`config.mk`:
```
export PLATFORM = sky130hd
export DESIGN_NAME = annotation_deframer_classifier_unit
export DESIGN_NICKNAME = d
export VERILOG_FILES = /design/src/hw/rtl/adc_pkg.sv /design/src/hw/rtl/adc_front.sv /design/src/hw/rtl/adc_fifo.sv /design/src/hw/rtl/adc_back.sv /design/src/hw/rtl/annotation_deframer_classifier_unit.sv
export SDC_FILE = /design/constraint.sdc
export NUM_CORES = 1
export LEC_CHECK = 0
export ABC_AREA = 1
export BUFFER_PORTS_ARGS = -buffer_cell sky130_fd_sc_hd__buf_2
export CORE_MARGIN = 3
export CORE_UTILIZATION = 45
export CTS_CLUSTER_DIAMETER = 150
export DETAILED_ROUTE_END_ITERATION = 8
export GPL_TIMING_DRIVEN = 0
export SYNTH_ARGS = -nofsm -noshare
export SYNTH_HDL_FRONTEND = slang
export SYNTH_SLANG_ARGS = --single-unit
```
`constraint.sdc`:
```
create_clock -name clk -period 6.1 [get_ports clk]
set_input_delay 0.915 -clock clk [delete_from_list [all_inputs] [get_ports clk]]
set_output_delay 0.915 -clock clk [all_outputs]
set_load 0.03 [all_outputs]
```
`src/hw/rtl/adc_pkg.sv`:
```
// ----------------------------------------------------------------------------
// adc_pkg
// Shared types and constants of the annotation deframer / classifier.
// ----------------------------------------------------------------------------
package adc_pkg;

    localparam int unsigned NAME_COUNT = 25;
    localparam int unsigned NAME_CHARS = 24;

    localparam logic [4:0] NO_MATCH = 5'd25;
    localparam logic [4:0] LEN_MAX  = 5'd31;

    localparam logic [7:0] CH_LF  = 8'h0A;
    localparam logic [7:0] CH_CR  = 8'h0D;
    localparam logic [7:0] CH_SUB = 8'h1A;

    // Command ops: which result sequence the back end plays out
    localparam logic [2:0] OP_D        = 3'd0;  // d
    localparam logic [2:0] OP_LF_D     = 3'd1;  // LF, d
    localparam logic [2:0] OP_LF_SUB   = 3'd2;  // LF, SUB
    localparam logic [2:0] OP_LF_SUB_D = 3'd3;  // LF, SUB, d
    localparam logic [2:0] OP_ANN      = 3'd4;  // annotation report

    typedef struct packed {
        logic [2:0] op;
        logic [7:0] data;
        logic [4:0] code;
    } adc_cmd_t;

    // Name strings, right-justified: first char sits in the highest used byte
    localparam logic [8*NAME_CHARS-1:0] NAME_TABLE [NAME_COUNT] = '{
        "source", "frame-end", "frames-invalid", "pre-commands", "commands",
        "post-commands", "pre-overload-choice", "overload-choice",
        "post-overload-choice", "pre-instance-choice", "instance-choice",
        "post-instance-choice", "pre-query", "query", "post-query",
        "pre-prompt-for-continue", "prompt-for-continue",
        "post-prompt-for-continue", "pre-prompt", "prompt", "post-prompt",
        "error-begin", "error", "quit", "exited"
    };

    localparam logic [4:0] NAME_LEN [NAME_COUNT] = '{
        5'd6, 5'd9, 5'd14, 5'd12, 5'd8, 5'd13, 5'd19, 5'd15, 5'd20, 5'd19,
        5'd15, 5'd20, 5'd9, 5'd5, 5'd10, 5'd23, 5'd19, 5'd24, 5'd10, 5'd6,
        5'd11, 5'd11, 5'd5, 5'd4, 5'd6
    };

    // Character at position pos of name idx; zero past the end of the name
    function automatic logic [7:0] name_char(input int unsigned idx,
                                             input logic [4:0] pos);
        int unsigned sh;
        logic [7:0]  ch;
        ch = 8'h00;
        sh = 0;
        if (pos < NAME_LEN[idx])
        begin
            sh = 32'(NAME_LEN[idx]) - 32'd1 - 32'(pos);
            ch = NAME_TABLE[idx][8*sh +: 8];
        end
        return ch;
    endfunction

endpackage

```
`src/hw/rtl/adc_front.sv`:
```
// ----------------------------------------------------------------------------
// adc_front
// Framer and name matcher: takes one byte per beat and issues one command
// per byte that produces results.
// ----------------------------------------------------------------------------
module adc_front
(
    input  logic              clk,
    input  logic              rst_n,
    input  logic              s_tvalid,
    output logic              s_tready,
    input  logic [7:0]        s_tdata,    // [7:0] byte_in
    input  logic              q_full,
    output logic              q_push,
    output adc_pkg::adc_cmd_t q_cmd
);
    import adc_pkg::*;

    localparam logic [2:0] ST_DATA       = 3'd0;
    localparam logic [2:0] ST_NEW_LINE   = 3'd1;
    localparam logic [2:0] ST_CONTROL_Z  = 3'd2;
    localparam logic [2:0] ST_ANNOTATION = 3'd3;
    localparam logic [2:0] ST_NL_DATA    = 3'd4;

    logic [2:0]            st_reg, st_next;
    logic [NAME_COUNT-1:0] mask_reg, mask_next;
    logic [4:0]            len_reg, len_next;

    logic                  accept;
    logic [7:0]            b;
    logic [2:0]            st;
    logic [NAME_COUNT-1:0] mismatch;
    logic [4:0]            ann_code;

    assign s_tready = !q_full;
    assign accept   = s_tvalid && s_tready;
    assign b        = s_tdata;
    assign st       = (st_reg > ST_NL_DATA) ? ST_DATA : st_reg;

    always_comb
    begin
        for (int i = 0; i < NAME_COUNT; i++)
        begin
            mismatch[i] = (len_reg < NAME_LEN[i]) && (name_char(i, len_reg) != b);
        end
    end

    // First name still consistent and fully covered by the name bytes
    always_comb
    begin
        ann_code = NO_MATCH;
        for (int i = NAME_COUNT - 1; i >= 0; i--)
        begin
            if (mask_reg[i] && (len_reg >= NAME_LEN[i]))
            begin
                ann_code = 5'(i);
            end
        end
    end

    always_comb
    begin
        st_next    = st_reg;
        mask_next  = mask_reg;
        len_next   = len_reg;
        q_push     = 1'b0;
        q_cmd.op   = OP_D;
        q_cmd.data = b;
        q_cmd.code = 5'd0;
        if (accept && (b != CH_CR))
        begin
            st_next = st;
            if (b == CH_LF)
            begin
                unique case (st)
                    ST_NEW_LINE:
                    begin
                        q_push = 1'b1;
                    end
                    ST_CONTROL_Z:
                    begin
                        q_push   = 1'b1;
                        q_cmd.op = OP_LF_SUB;
                        st_next  = ST_DATA;
                    end
                    ST_ANNOTATION:
                    begin
                        q_push     = 1'b1;
                        q_cmd.op   = OP_ANN;
                        q_cmd.data = 8'h00;
                        q_cmd.code = ann_code;
                        mask_next  = '1;
                        len_next   = 5'd0;
                        st_next    = ST_NL_DATA;
                    end
                    default:
                    begin
                        st_next = ST_NEW_LINE;
                    end
                endcase
            end
            else if (b == CH_SUB)
            begin
                unique case (st)
                    ST_DATA:
                    begin
                        q_push = 1'b1;
                    end
                    ST_NEW_LINE, ST_NL_DATA:
                    begin
                        st_next = ST_CONTROL_Z;
                    end
                    ST_CONTROL_Z:
                    begin
                        st_next = ST_ANNOTATION;
                    end
                    default:
                    begin
                        mask_next = mask_reg & ~mismatch;
                        if (len_reg < LEN_MAX)
                        begin
                            len_next = len_reg + 5'd1;
                        end
                    end
                endcase
            end
            else
            begin
                unique case (st)
                    ST_NEW_LINE:
                    begin
                        q_push   = 1'b1;
                        q_cmd.op = OP_LF_D;
                        st_next  = ST_DATA;
                    end
                    ST_CONTROL_Z:
                    begin
                        q_push   = 1'b1;
                        q_cmd.op = OP_LF_SUB_D;
                        st_next  = ST_DATA;
                    end
                    ST_ANNOTATION:
                    begin
                        mask_next = mask_reg & ~mismatch;
                        if (len_reg < LEN_MAX)
                        begin
                            len_next = len_reg + 5'd1;
                        end
                    end
                    default:
                    begin
                        q_push  = 1'b1;
                        st_next = ST_DATA;
                    end
                endcase
            end
        end
    end

    always_ff @(posedge clk or negedge rst_n)
    begin
        if (!rst_n)
        begin
            st_reg   <= ST_DATA;
            mask_reg <= '1;
            len_reg  <= 5'd0;
        end
        else
        begin
            st_reg   <= st_next;
            mask_reg <= mask_next;
            len_reg  <= len_next;
        end
    end

    a_state_legal: assert property (@(posedge clk) disable iff (!rst_n)
        st_reg <= ST_NL_DATA)
        else $error("framer state out of range");

endmodule

```
`src/hw/rtl/adc_fifo.sv`:
```
// ----------------------------------------------------------------------------
// adc_fifo
// Small command queue between the framer and the result sequencer.
// ----------------------------------------------------------------------------
module adc_fifo
#(
    parameter int unsigned DEPTH = 4
)
(
    input  logic              clk,
    input  logic              rst_n,
    input  logic              push,
    input  adc_pkg::adc_cmd_t wr_cmd,
    input  logic              pop,
    output adc_pkg::adc_cmd_t rd_cmd,
    output logic              full,
    output logic              empty
);
    import adc_pkg::*;

    localparam int unsigned PTR_W = (DEPTH > 1) ? $clog2(DEPTH) : 1;
    localparam int unsigned CNT_W = $clog2(DEPTH + 1);

    adc_cmd_t         mem_reg [DEPTH];
    logic [PTR_W-1:0] wr_ptr_reg, wr_ptr_next;
    logic [PTR_W-1:0] rd_ptr_reg, rd_ptr_next;
    logic [CNT_W-1:0] cnt_reg, cnt_next;
    logic             do_push, do_pop;

    assign full    = (cnt_reg == CNT_W'(DEPTH));
    assign empty   = (cnt_reg == '0);
    assign do_push = push && !full;
    assign do_pop  = pop && !empty;
    assign rd_cmd  = mem_reg[rd_ptr_reg];

    always_comb
    begin
        wr_ptr_next = wr_ptr_reg;
        rd_ptr_next = rd_ptr_reg;
        cnt_next    = cnt_reg;
        if (do_push)
        begin
            wr_ptr_next = (wr_ptr_reg == PTR_W'(DEPTH - 1)) ? '0 : wr_ptr_reg + 1'b1;
        end
        if (do_pop)
        begin
            rd_ptr_next = (rd_ptr_reg == PTR_W'(DEPTH - 1)) ? '0 : rd_ptr_reg + 1'b1;
        end
        if (do_push && !do_pop)
        begin
            cnt_next = cnt_reg + 1'b1;
        end
        else if (do_pop && !do_push)
        begin
            cnt_next = cnt_reg - 1'b1;
        end
    end

    always_ff @(posedge clk)
    begin
        if (do_push)
        begin
            mem_reg[wr_ptr_reg] <= wr_cmd;
        end
    end

    always_ff @(posedge clk or negedge rst_n)
    begin
        if (!rst_n)
        begin
            wr_ptr_reg <= '0;
            rd_ptr_reg <= '0;
            cnt_reg    <= '0;
        end
        else
        begin
            wr_ptr_reg <= wr_ptr_next;
            rd_ptr_reg <= rd_ptr_next;
            cnt_reg    <= cnt_next;
        end
    end

    a_no_overflow: assert property (@(posedge clk) disable iff (!rst_n)
        !(push && full))
        else $error("command pushed into full queue");

    a_cnt_bound: assert property (@(posedge clk) disable iff (!rst_n)
        cnt_reg <= CNT_W'(DEPTH))
        else $error("queue count beyond depth");

endmodule

```
`src/hw/rtl/adc_back.sv`:
```
// ----------------------------------------------------------------------------
// adc_back
// Result sequencer: expands each command into one to three result beats
// through a registered output stage.
// ----------------------------------------------------------------------------
module adc_back
(
    input  logic              clk,
    input  logic              rst_n,
    input  adc_pkg::adc_cmd_t q_cmd,
    input  logic              q_empty,
    output logic              q_pop,
    output logic              m_tvalid,
    input  logic              m_tready,
    output logic [15:0]       m_tdata,   // [7:0] byte_out, [12:8] annotation_code
    output logic              m_tlast,
    output logic              m_tuser    // [0] kind
);
    import adc_pkg::*;

    logic [1:0]  step_reg, step_next;
    logic        valid_reg, valid_next;
    logic [15:0] data_reg, data_next;
    logic        last_reg, last_next;
    logic        kind_reg, kind_next;

    logic        load;
    logic [1:0]  n_res;
    logic [7:0]  res_byte;

    assign load = !valid_reg || m_tready;

    always_comb
    begin
        unique case (q_cmd.op)
            OP_LF_D, OP_LF_SUB: n_res = 2'd2;
            OP_LF_SUB_D:        n_res = 2'd3;
            default:            n_res = 2'd1;
        endcase
    end

    always_comb
    begin
        res_byte = q_cmd.data;
        unique case (step_reg)
            2'd0:
            begin
                if (q_cmd.op == OP_LF_D || q_cmd.op == OP_LF_SUB || q_cmd.op == OP_LF_SUB_D)
                begin
                    res_byte = CH_LF;
                end
            end
            2'd1:
            begin
                if (q_cmd.op == OP_LF_SUB || q_cmd.op == OP_LF_SUB_D)
                begin
                    res_byte = CH_SUB;
                end
            end
            default:
            begin
                res_byte = q_cmd.data;
            end
        endcase
    end

    always_comb
    begin
        step_next  = step_reg;
        valid_next = valid_reg;
        data_next  = data_reg;
        last_next  = last_reg;
        kind_next  = kind_reg;
        q_pop      = 1'b0;
        if (load)
        begin
            valid_next = !q_empty;
            if (!q_empty)
            begin
                kind_next = (q_cmd.op == OP_ANN);
                if (q_cmd.op == OP_ANN)
                begin
                    data_next = {3'b000, q_cmd.code, 8'h00};
                end
                else
                begin
                    data_next = {3'b000, 5'd0, res_byte};
                end
                last_next = (step_reg == n_res - 2'd1);
                if (step_reg == n_res - 2'd1)
                begin
                    q_pop     = 1'b1;
                    step_next = 2'd0;
                end
                else
                begin
                    step_next = step_reg + 2'd1;
                end
            end
        end
    end

    always_ff @(posedge clk or negedge rst_n)
    begin
        if (!rst_n)
        begin
            step_reg  <= 2'd0;
            valid_reg <= 1'b0;
        end
        else
        begin
            step_reg  <= step_next;
            valid_reg <= valid_next;
        end
    end

    always_ff @(posedge clk)
    begin
        data_reg <= data_next;
        last_reg <= last_next;
        kind_reg <= kind_next;
    end

    assign m_tvalid = valid_reg;
    assign m_tdata  = data_reg;
    assign m_tlast  = last_reg;
    assign m_tuser  = kind_reg;

    a_ann_single: assert property (@(posedge clk) disable iff (!rst_n)
        (m_tvalid && m_tuser) |-> (m_tlast && m_tdata[7:0] == 8'h00))
        else $error("annotation beat not a lone, byte-free result");

    a_step_bound: assert property (@(posedge clk) disable iff (!rst_n)
        step_reg != 2'd3)
        else $error("sequencer step out of range");

endmodule

```
`src/hw/rtl/annotation_deframer_classifier_unit.sv`:
```
// ----------------------------------------------------------------------------
// annotation_deframer_classifier_unit
// Path: each command is written into the queue, then into the registered output
// stage. Throughput: one byte per cycle unless the queue is full; the output port
// gives one result per cycle while the sink is ready, so bytes that break a marker
// (two or three results) drain through the queue.
// Reset (rst_n low, async): framer in data state, name flags all set, queue
// and output stage empty.
// ----------------------------------------------------------------------------
module annotation_deframer_classifier_unit
#(
    parameter int unsigned QUEUE_DEPTH = 4
)
(
    input  logic        clk,
    input  logic        rst_n,
    input  logic        s_tvalid,
    output logic        s_tready,
    input  logic [7:0]  s_tdata,    // [7:0] byte_in
    output logic        m_tvalid,
    input  logic        m_tready,
    output logic [15:0] m_tdata,    // [7:0] byte_out, [12:8] annotation_code
    output logic        m_tlast,
    output logic        m_tuser     // [0] kind
);
    import adc_pkg::*;

    adc_cmd_t push_cmd;
    adc_cmd_t head_cmd;
    logic     push;
    logic     pop;
    logic     full;
    logic     empty;

    adc_front u_front
    (
        .clk      (clk),
        .rst_n    (rst_n),
        .s_tvalid (s_tvalid),
        .s_tready (s_tready),
        .s_tdata  (s_tdata),
        .q_full   (full),
        .q_push   (push),
        .q_cmd    (push_cmd)
    );

    adc_fifo #(.DEPTH(QUEUE_DEPTH)) u_fifo
    (
        .clk    (clk),
        .rst_n  (rst_n),
        .push   (push),
        .wr_cmd (push_cmd),
        .pop    (pop),
        .rd_cmd (head_cmd),
        .full   (full),
        .empty  (empty)
    );

    adc_back u_back
    (
        .clk      (clk),
        .rst_n    (rst_n),
        .q_cmd    (head_cmd),
        .q_empty  (empty),
        .q_pop    (pop),
        .m_tvalid (m_tvalid),
        .m_tready (m_tready),
        .m_tdata  (m_tdata),
        .m_tlast  (m_tlast),
        .m_tuser  (m_tuser)
    );

endmodule

```
==> flow_metrics.py <==
metrics = {
    "synth": {
        "synthDistinctLibCells": 61,
        "synth_seq_cells": 122,
        "synth-xor-area-share_pct": 8.09,
        "synth_edf_count": 79,
        "synth_simple_gate_area_share_pct": 29.6,
        "synth_commonest_cells": "420 x nand2_1, 215 x nor2_1, 147 x inv_1",
        "yosysTopAreaCellShare_pct": 20.4,
        "syn_area_um2": 11700,
        "synthTopCellsByArea": "edfxtp_1 20%, nand2_1 14%, xor2_1 7.5%",
        "yosysTopAreaCell": "edfxtp_1",
        "yosysSeqAreaShare_pct": 29.9,
        "async_reset_ff_share_pct": 35.2,
        "synth.most_common_cell": "nand2_1",
        "synthCells": 1739,
        "synthAdderAreaFrac_pct": 3.50,
        "synth-compound-area-share_pct": 19.3,
        "synth_warnings": 0,
        "ys.flop_type": "edfxtp_1",
        "muxShareOfSynthArea_pct": 0.0966,
        "avgSynthCellArea_um2": 6.70,
        "synth_top_family_by_area": "simple AND/OR/NAND/NOR gates",
    },
    "critical_path": {
        "crit_top_cell": "nand2_1",
        "crit_type": "flip-flop to flip-flop",
        "r2r_cells": 16,
        "max_stage_delay_ps": 720,
        "cp-start-kind": "flip-flop",
        "timing.rr.start": "u_front.len_reg[0]",
        "path_cells": "inv_2 > buf_2 > buf_1 > ha_1 > nor2_1 > inv_2 > nor2_1 > a21oi_1 > o21ai_1 > nand2_1 > xor2_1 > nor4_1 > nand4_1 > o211ai_1 > nand2_1 > nand2_1",
        "worst-r2r-setup-slack_ps": 1710,
        "r2r_end": "u_front.mask_reg[20]",
        "worstPathArrival_ps": 4740,
        "worst-endpoint-required_ps": 6450,
        "path_max_fanout": 11,
        "end_kind": "flip-flop",
        "path_buf_inv": 4,
        "cp_top_family": "buffers and inverters",
        "cpMaxStageDelayCell": "buf_1",
    },
    "sta": {
        "hold_viol_final": 0,
        "fmax_mhz": 228,
        "period_minus_slack_ps": 4390,
        "finClkSkew_ps": 9.67,
        "whs_ps": 460,
        "rsz0062_at_grt": "false",
        "slew_headroom_pct": 17.3,
        "tightest_slew_ps": 1240,
        "setup_violations": 0,
        "drv_slew": 0,
        "fin_crit_sh_pct": 72.0,
        "fin_tns_setup_ps": 0,
    },
    "final_layout": {
        "diodes": 0,
        "nets": 1829,
        "utilization_pct": 50.5,
        "drive_gt1_share_pct": 11.4,
        "final_cells": 2128,
        "largest_reg_flops": 64,
        "areaGrowthSynthToFinish_pct": 9.70,
    },
    "route": {
        "first_iter_violations": 1304,
        "wl_um": 44900,
        "wl_per_cell_um": 21.1,
        "post-route-drc-count": 0,
        "vias": 12526,
        "drtPass1Iterations": 8,
        "avgViaCountPerCell": 5.89,
        "final_antenna_net_count": 0,
    },
    "die": {
        "fp.dieW_um": 167,
        "design.die.area_um2": 27900,
        "floorplan.initialDensity_pct": 46.0,
        "io_pins": 32,
        "die_y_um": 167,
        "coreArea_um2": 25300,
        "rows": 58,
    },
    "cts": {
        "cts_buffers": 17,
        "cts_sinks": 122,
        "cts-resized-gates": 0,
        "clk_pin_slew_ps": 60,
        "cts_setup_buffers": 0,
        "postCtsHoldBufs": 0,
        "cts_tree": "built",
        "worstSkewPairLatency_ps": 410,
        "cts-root-buf": "clkbuf_16",
        "htreeDepth": 4,
        "clock_path_buffers": 2,
    },
    "power_and_ir_drop": {
        "total_leakage_power_nw": 5.52,
        "vdd_drop_max_mv": 0.286,
        "switching_share_pct": 59.2,
        "pwr-share-comb_pct": 74.0,
        "power_switching_mw": 4.97,
        "clockPowerShare_pct": 11.1,
        "powerDensity_nw_per_um2": 657,
        "p_int_mw": 3.42,
        "power_mw": 8.39,
        "seq_power_share_pct": 14.9,
    },
    "min_path": {
        "hp-start": "u_front.mask_reg[24]",
        "hold_path_class": "flip-flop to flip-flop",
        "holdPathEnd": "u_front.mask_reg[24]",
        "hold_depth": 2,
    },
    "global_route": {
        "grt_max_degree": 44,
        "grt_pass1_vias": 11667,
        "grt_use_total_pct": 31.3,
        "antenna_found_initial": 0,
        "grt_pass1_wl_um": 68100,
        "overflow": 0,
    },
    "placement": {
        "dp_hpwl_um": 33300,
        "placed_cells": 2096,
        "port_buffers": 23,
        "place_congestion": 1.03,
    },
    "flow_run": {
        "maxCapViolations": 0,
    },
    "run_status": {
        "status": "finished clean",
    },
}
cell type report:
| type | count | area, um^2 |
|---|---|---|
| Fill cell | 2620 | 12500 |
| Sequential cell | 122 | 3480 |
| Buffer | 87 | 415 |
| Multi-Input combinational cell | 1346 | 7080 |
| Clock buffer | 17 | 425 |
| Inverter | 186 | 698 |
| Clock inverter | 15 | 126 |
| Tap cell | 330 | 413 |
| Timing Repair Buffer | 25 | 145 |
metal layers:
metal	global-route usage, %	up-vias	share of wire, %
li1	-	5885	-
met4	14.6	0	4.9
met2	50.8	707	45
met1	40.7	5806	41
met3	5.27	128	8.9
met5	0	-	0
worst min-delay path: stages, from the launching register on:
cell and delay, ps:
dfstp_2 360, nand2_1 50, nand2_1 40
stage by stage:
stage | instance area [um^2] | setup slack [ps]
2_1_floorplan | 11700 | 2670
3_3_place_gp | 12200 | 1320
3_5_place_dp | 12200 | 1840
4_1_cts | 12800 | 1820
5_1_grt | 12800 | 1420
6_report | 12800 | 1710
worst max-delay path by stage:
| stage | cells past startpoint | to | start | slack, ps |
|---|---|---|---|---|
| 4_1_cts | 16 | u_front.mask_reg[20] | u_front.len_reg[2] | 1820 |
| 3_5_place_dp | 16 | u_front.mask_reg[20] | u_front.len_reg[2] | 1840 |
| 3_3_place_gp | 9 | u_fifo.mem_reg[2][11] | s_tdata[3] | 1320 |
| 2_1_floorplan | 10 | u_fifo.mem_reg[0][0] | s_tdata[0] | 2670 |
| 5_1_grt | 16 | u_front.mask_reg[20] | u_front.len_reg[0] | 1420 |
| 6_report | 16 | u_front.mask_reg[20] | u_front.len_reg[0] | 1710 |
power by group through the flow:
stage / clock (mW) / combinational (mW) / sequential, mW
finish: 0.931 / 6.21 / 1.25
global route: 0.983 / 6.83 / 1.27
CTS: 0.941 / 6.04 / 1.25
detailed placement: 0 / 6.00 / 1.26
global placement: 0 / 5.99 / 1.26
floorplan: 0 / 4.30 / 1.33
cells by family (layout without fill, tap and decap cells):
logic type,count (synthesis),count (layout)
and+or+nand+nor,821,821
AOI/OAI and AO/OA,384,384
buffers and inverters,273,330
DFF,122,122
xor gates and xnor gates,105,105
adders and majority gates,32,32
other,1,3
muxes,1,1
cell usage in the layout, fill, tap and decap left out, types with 39 or more instances in the layout:
cell / Yosys / routed
o21ai_0: 141 / 141
xor2_1: 100 / 100
inv_1: 147 / 147
nand3_1: 86 / 86
buf_2: 29 / 52
edfxtp_1: 79 / 79
a21oi_1: 95 / 95
nand2_1: 420 / 420
o21ai_1: 39 / 39
nor2_1: 215 / 210
Power figures use the tool's default switching activity.
